## config.mk

```make
export PLATFORM = sky130hd
export DESIGN_NAME = tspr_ctrl
export DESIGN_NICKNAME = d
export VERILOG_FILES = /design/src/rtl/tspr_pkg.sv /design/src/rtl/tspr_ctrl.sv
export SDC_FILE = /design/constraint.sdc
export NUM_CORES = 1
export LEC_CHECK = 0
export BUFFER_PORTS_ARGS = -buffer_cell sky130_fd_sc_hd__buf_2
export CELL_PAD_IN_SITES_DETAIL_PLACEMENT = 1
export CELL_PAD_IN_SITES_GLOBAL_PLACEMENT = 1
export CORE_MARGIN = 10
export CORE_UTILIZATION = 24
export CTS_CLUSTER_SIZE = 24
export DETAILED_ROUTE_END_ITERATION = 8
export PLACE_DENSITY = 0.72
export SETUP_SLACK_MARGIN = 0.5
export SYNTH_ARGS = -nofsm -noshare
export SYNTH_HDL_FRONTEND = slang
export SYNTH_SLANG_ARGS = --single-unit
```

## constraint.sdc

```tcl
create_clock -name clk -period 2.6 [get_ports clk]
set_clock_uncertainty 0.15 [all_clocks]
set_input_delay 0.78 -clock clk [delete_from_list [all_inputs] [get_ports clk]]
set_output_delay 0.78 -clock clk [all_outputs]
set_load 0.01 [all_outputs]
```

## src/rtl/tspr_pkg.sv

```systemverilog
// ----------------------------------------------------------------------------
// tspr_pkg
// Shared types and constants for the tile and sprite pixel renderer.
// ----------------------------------------------------------------------------
`timescale 1ns / 1ps

package tspr_pkg;

  // Item and result field widths
  localparam int OP_W    = 3;
  localparam int ADDR_W  = 13;
  localparam int BYTE_W  = 8;
  localparam int COORD_W = 9;

  // Memory geometry
  localparam int NT_DEPTH       = 1024;
  localparam int NT_AW          = 10;
  localparam int PAL_DEPTH      = 32;
  localparam int PAL_AW         = 5;
  localparam int PAT_HALF_DEPTH = 4096;
  localparam int PAT_HALF_AW    = 12;
  localparam int SPR_MAX_DEPTH  = 256;

  // Screen constants
  localparam logic [ADDR_W-1:0] TILE_COUNT = 13'd960;
  localparam logic [NT_AW-1:0]  ATTR_BASE  = 10'h3c0;

  // Configuration register indexes
  localparam int CFG_IDX_W = 1;
  localparam logic [CFG_IDX_W-1:0] REG_BG_BANK  = 1'b0;
  localparam logic [CFG_IDX_W-1:0] REG_SPR_BANK = 1'b1;

  typedef enum logic [OP_W-1:0] {
    OP_WR_NT      = 3'd0,
    OP_WR_PAL     = 3'd1,
    OP_WR_PAT     = 3'd2,
    OP_WR_SPR     = 3'd3,
    OP_DRAW_TILE  = 3'd4,
    OP_DRAW_SPR   = 3'd5
  } op_t;

  typedef enum logic [2:0] {
    ST_IDLE,
    ST_HDR,
    ST_FETCH,
    ST_PIX,
    ST_FLUSH
  } state_t;

  // Controller to datapath
  typedef struct packed {
    logic       start;   // draw item taken: latch number, clear counters
    logic       write;   // item taken: perform any memory write
    logic       hdr;     // header fetch step active
    logic [2:0] step;    // header step
    logic       fetch;   // read pattern row
    logic       pix;     // scan one pixel
    logic       flush;   // push the held pixel as the last one
  } cmd_t;

  // Datapath to controller
  typedef struct packed {
    logic stall;       // current pixel must wait for the output slot
    logic row_end;     // column counter at the last column
    logic last_row;    // row counter at the last row
    logic pend_valid;  // a pixel is held back
    logic out_free;    // output register can take a pixel this cycle
  } stat_t;

endpackage

```

## src/rtl/tspr_ctrl.sv

```systemverilog
// ----------------------------------------------------------------------------
// tspr_ctrl
// Sequencer: header fetch, per-row pattern fetch, pixel scan and final flush.
// ----------------------------------------------------------------------------
`timescale 1ns / 1ps

module tspr_ctrl
  import tspr_pkg::*;
#(
  parameter int SPRITE_COUNT = 64
) (
  input  logic              clk,
  input  logic              rst,
  input  logic              item_valid,
  input  logic [OP_W-1:0]   item_opcode,
  input  logic [ADDR_W-1:0] item_address,
  output logic              item_ready,
  input  stat_t             stat,
  output cmd_t              cmd
);

  state_t     state, state_next;
  logic [2:0] step, step_next;
  logic       xfer;
  logic       draw_ok;

  assign item_ready = (state == ST_IDLE);
  assign xfer       = item_valid && item_ready;

  // Decide whether a taken item starts a draw
  always_comb begin
    draw_ok = 1'b0;
    if (item_opcode == OP_DRAW_TILE) begin
      draw_ok = (item_address < TILE_COUNT);
    end else if (item_opcode == OP_DRAW_SPR) begin
      draw_ok = (item_address < ADDR_W'(SPRITE_COUNT));
    end
  end

  // State and header step registers
  always_ff @(posedge clk) begin
    if (rst) begin
      state <= ST_IDLE;
      step  <= '0;
    end else begin
      state <= state_next;
      step  <= step_next;
    end
  end

  // Next state and commands
  always_comb begin
    state_next = state;
    step_next  = step;
    cmd        = '0;
    cmd.step   = step;
    unique case (state)
      ST_IDLE: begin
        cmd.write = xfer;
        if (xfer && draw_ok) begin
          cmd.start  = 1'b1;
          step_next  = '0;
          state_next = ST_HDR;
        end
      end
      ST_HDR: begin
        cmd.hdr   = 1'b1;
        step_next = step + 3'd1;
        if (step == 3'd7) begin
          state_next = ST_FETCH;
        end
      end
      ST_FETCH: begin
        cmd.fetch  = 1'b1;
        state_next = ST_PIX;
      end
      ST_PIX: begin
        cmd.pix = 1'b1;
        if (!stat.stall && stat.row_end) begin
          state_next = stat.last_row ? ST_FLUSH : ST_FETCH;
        end
      end
      ST_FLUSH: begin
        cmd.flush = 1'b1;
        if (!stat.pend_valid || stat.out_free) begin
          state_next = ST_IDLE;
        end
      end
      default: begin
        state_next = ST_IDLE;
      end
    endcase
  end

endmodule

```

==> summary.md <==
| Metric | Value |
|---|---|
| Status | `complete, no violations` |
| IO Pins | `34` |
| Cells along the critical path | `buf_6 > nor4b_4 > o2111ai_2 > nor2_2 > buf_2` |
| Global-route wire length before repair | `approximately 2500 um` |
| Crit share post-route | `0.967` |
| Synth area leader | `dfxtp_1` |
| PortBufs | `27` |
| Initial Utilization | `0.250` |
| Setup crit start kind | `input port` |
| Post-Syn Instances | `between 40 and 50` |
| Synthesized cell area | `roughly 420 um^2` |
| Final setup viols | `0` |
| Total power | `0.000368 W` |
| Total Neg Setup Slack | `0 ns` |
| Site Rows | `15` |
| Remaining DRCs | `0` |
| Flops & latches, synth | `6` |
| Reg clk slew, reported paths | `0.04 ns` |
| Cts hold-fix bufs | `0` |
| Pleak | `~0.38 nW` |
| Share of cells above drive strength 1 | `0.667` |
| Final wirelength | `1710 um` |
| Syn Area/Cell | `about 8.6 um^2` |
| Gpl congestion | `roughly 0.7` |
| Initial antenna violation count | `0` |
| Routed Antenna Nets | `0` |
| Vias in the first global route | `550` |
| Pin count of the biggest net entering global routing | `9` |
| Synthesis-to-layout area growth | `89.3%` |
| Clk sinks | `6` |
| Crit-path slowest cell | `nor4b_4` |
| Fin. max-slew vios | `0` |
| DR pass1 iterations | `4` |
| GRT Total Usage | `0.0884` |
| GR Overflow Total | `0` |
| Root buffer cell | `clkbuf_4` |
| Yosys warnings | `0` |
| CTS max path bufs | `2` |
| Pre-CTS WS | `approximately 0.066 ns` |
| Worst hold slack | `about 0.34 ns` |
| Post-synth top area share | `0.285` |
| DRT iter0 DRCs | `8` |
| Final Worst Setup Slack | `between 0.08 and 0.09 ns` |
| Max Fclk | `0.398 GHz` |
| Top cells by area, synth | `dfxtp_1 28%, ha_1 5.9%, nand2b_1 5.9%` |
| Worst setup EP type | `primary output` |
| Number of diodes | `0` |
| Vias per std cell | `just under 5` |
| Slew HR | `0.803` |
| WP data arrival | `around 1.6 ns` |
| Post-synthesis sequential area ratio | `0.285` |
| Die width | `slightly above 60 um` |
| H-tree levels | `1` |
| Critical path's largest stage delay | `approximately 0.27 ns` |
| CTS tree | `done` |
| Crit Path Max Fanout | `2` |
| Period minus WS final | `2.51 ns` |
| Final Net Count | `between 100 and 150` |
| Fin. Hold Viols | `0` |
| Max Cap Viol | `0` |
| Pwr/cell area | `roughly 460 nW/um^2` |
| Class of the worst hold path | `reg -> reg` |
| Critical path's top delay family | `simple AND/OR/NAND/NOR gates` |
| RSZ-0062 raised after global routing | `yes` |
| Vert. Die Dim | `61.9 um` |
| Tightest Pin Transition | `between 0.2 and 0.3 ns` |
| Worst EP required | `roughly 1.7 ns` |
| Later-pin clock latency in the skew report | `0.24 ns` |
| Syn_nets | `75` |
| Number of distinct library cells after synthesis | `26` |
| Fillers | `about 200` |
| Routed wire length per instance | `roughly 16 um` |
| Area of the core | `1690 um^2` |
| Die area | `approximately 3800 um^2` |
| Hpwl dp | `about 1200 um` |
| DR vias | `roughly 530` |
| Crit path buf inv count | `2` |
| Peak supply drop | `around 0.00025 V` |
| Total CTS buffers | `3` |
| Crit Path Class | `in -> out` |
## kinds of logic (layout without fill, tap and decap cells)
kind of cell               count (synthesis)  in the layout  share of synthesized area
buffers and inverters                      5             46                     0.0475
AOI/OAI and AO/OA                         12             12                      0.220
adders and majority gates                  2              2                     0.0593
DFF                                        6              6                      0.285
muxes                                      2              2                     0.0504
and+or+nand+nor                           22             22                      0.338
## area by class of cell
cell class,count,area [um^2],area share
multi-input cells,38,332,0.415
repair buffers,39,274,0.343
flip-flops and latches,6,131,0.165
inverters,4,17.5,0.0219
clock buffers,3,22.5,0.0282
well taps,17,21.3,0.0266
## repair_timing
action,4_1_cts,5_1_grt
buffers inserted,9,1
pin swaps,4,3
gates resized for setup,17,11
hold endpoints to repair,0,0
endpoints found under the setup margin,7,9
## registers in the layout (all words and copies together), names as in the netlist
name and cells:
state 3, step 3
## routing by layer
metal / share of wire / global-route usage / up-vias
li1: - / - / 267
met1: 0.38 / 0.0818 / 242
met2: 0.50 / 0.157 / 20
met3: 0.10 / 0.0427 / 2
met4: 0.012 / 0.0478 / 0
met5: 0 / 0 / -
## Yosys cell counts (all sizes together)
| cell | count |
|---|---|
| a21oi | 4 |
| a222oi | 1 |
| a31oi | 1 |
| and2 | 1 |
| buf | 1 |
| dfxtp | 6 |
| ha | 2 |
| inv | 4 |
| mux2 | 1 |
| mux2i | 1 |
| nand2 | 2 |
| nand2b | 4 |
| nand3 | 1 |
| nand3b | 2 |
| nor2 | 3 |
| nor2b | 2 |
| nor3 | 2 |
| nor3b | 1 |
| nor4 | 1 |
| nor4b | 1 |
| o2111ai | 1 |
| o211ai | 3 |
| o22ai | 1 |
| o31ai | 1 |
| or3 | 2 |
## placed cells by master (no fill, tap or decap), drive strengths merged
cell type / netlist / routed
a21oi: 4 / 4
a222oi: 1 / 1
a31oi: 1 / 1
and2: 1 / 1
buf: 1 / 39
clkbuf: 0 / 3
dfxtp: 6 / 6
ha: 2 / 2
inv: 4 / 4
mux2: 1 / 1
mux2i: 1 / 1
nand2: 2 / 2
nand2b: 4 / 4
nand3: 1 / 1
nand3b: 2 / 2
nor2: 3 / 3
nor2b: 2 / 2
nor3: 2 / 2
nor3b: 1 / 1
nor4: 1 / 1
nor4b: 1 / 1
o2111ai: 1 / 1
o211ai: 3 / 3
o22ai: 1 / 1
o31ai: 1 / 1
or3: 2 / 2
## path summary, 6_finish.rpt
| path | startpoint | endpoint | slack, ns | cells after the start |
|---|---|---|---|---|
| worst max-delay path | item_address[12] | cmd[8] | 0.09 | 5 |
| worst min-delay path | state[2]$_SDFFE_PP0P_ | state[1]$_SDFFE_PP0P_ | 0.34 | 1 |
| worst max register to register | step[0]$_SDFFE_PP0P_ | state[0]$_SDFFE_PP0P_ | 0.67 | 6 |
| worst min register to register | state[2]$_SDFFE_PP0P_ | state[1]$_SDFFE_PP0P_ | 0.34 | 1 |
## stage by stage
stage / instance area (um^2) / std cells / util
2_1_floorplan: 424 / 49 / -
3_3_place_gp: 591 / 94 / 0.350
4_1_cts: 754 / 106 / 0.447
3_5_place_dp: 591 / 94 / 0.350
6_report: 798 / 107 / 0.473
5_1_grt: 798 / 107 / 0.473
## worst register-to-register path, cell delays in order, from the launching register on
cell and delay (ns):
dfxtp_1 0.37, ha_1 0.17, ha_1 0.18, o22ai_1 0.11, a222oi_1 0.36, buf_4 0.19
mux2_4 0.29
## power breakdown
group | leakage [nW] | switching, W | internal [W]
Combinational | 0.320 | 0.0000713 | 0.000104
Clock | 0.0138 | 0.0000338 | 0.0000522
Sequential | 0.0509 | 0.00000774 | 0.0000989
Total | 0.384 | 0.000113 | 0.000255
Power figures use the tool's default switching activity.
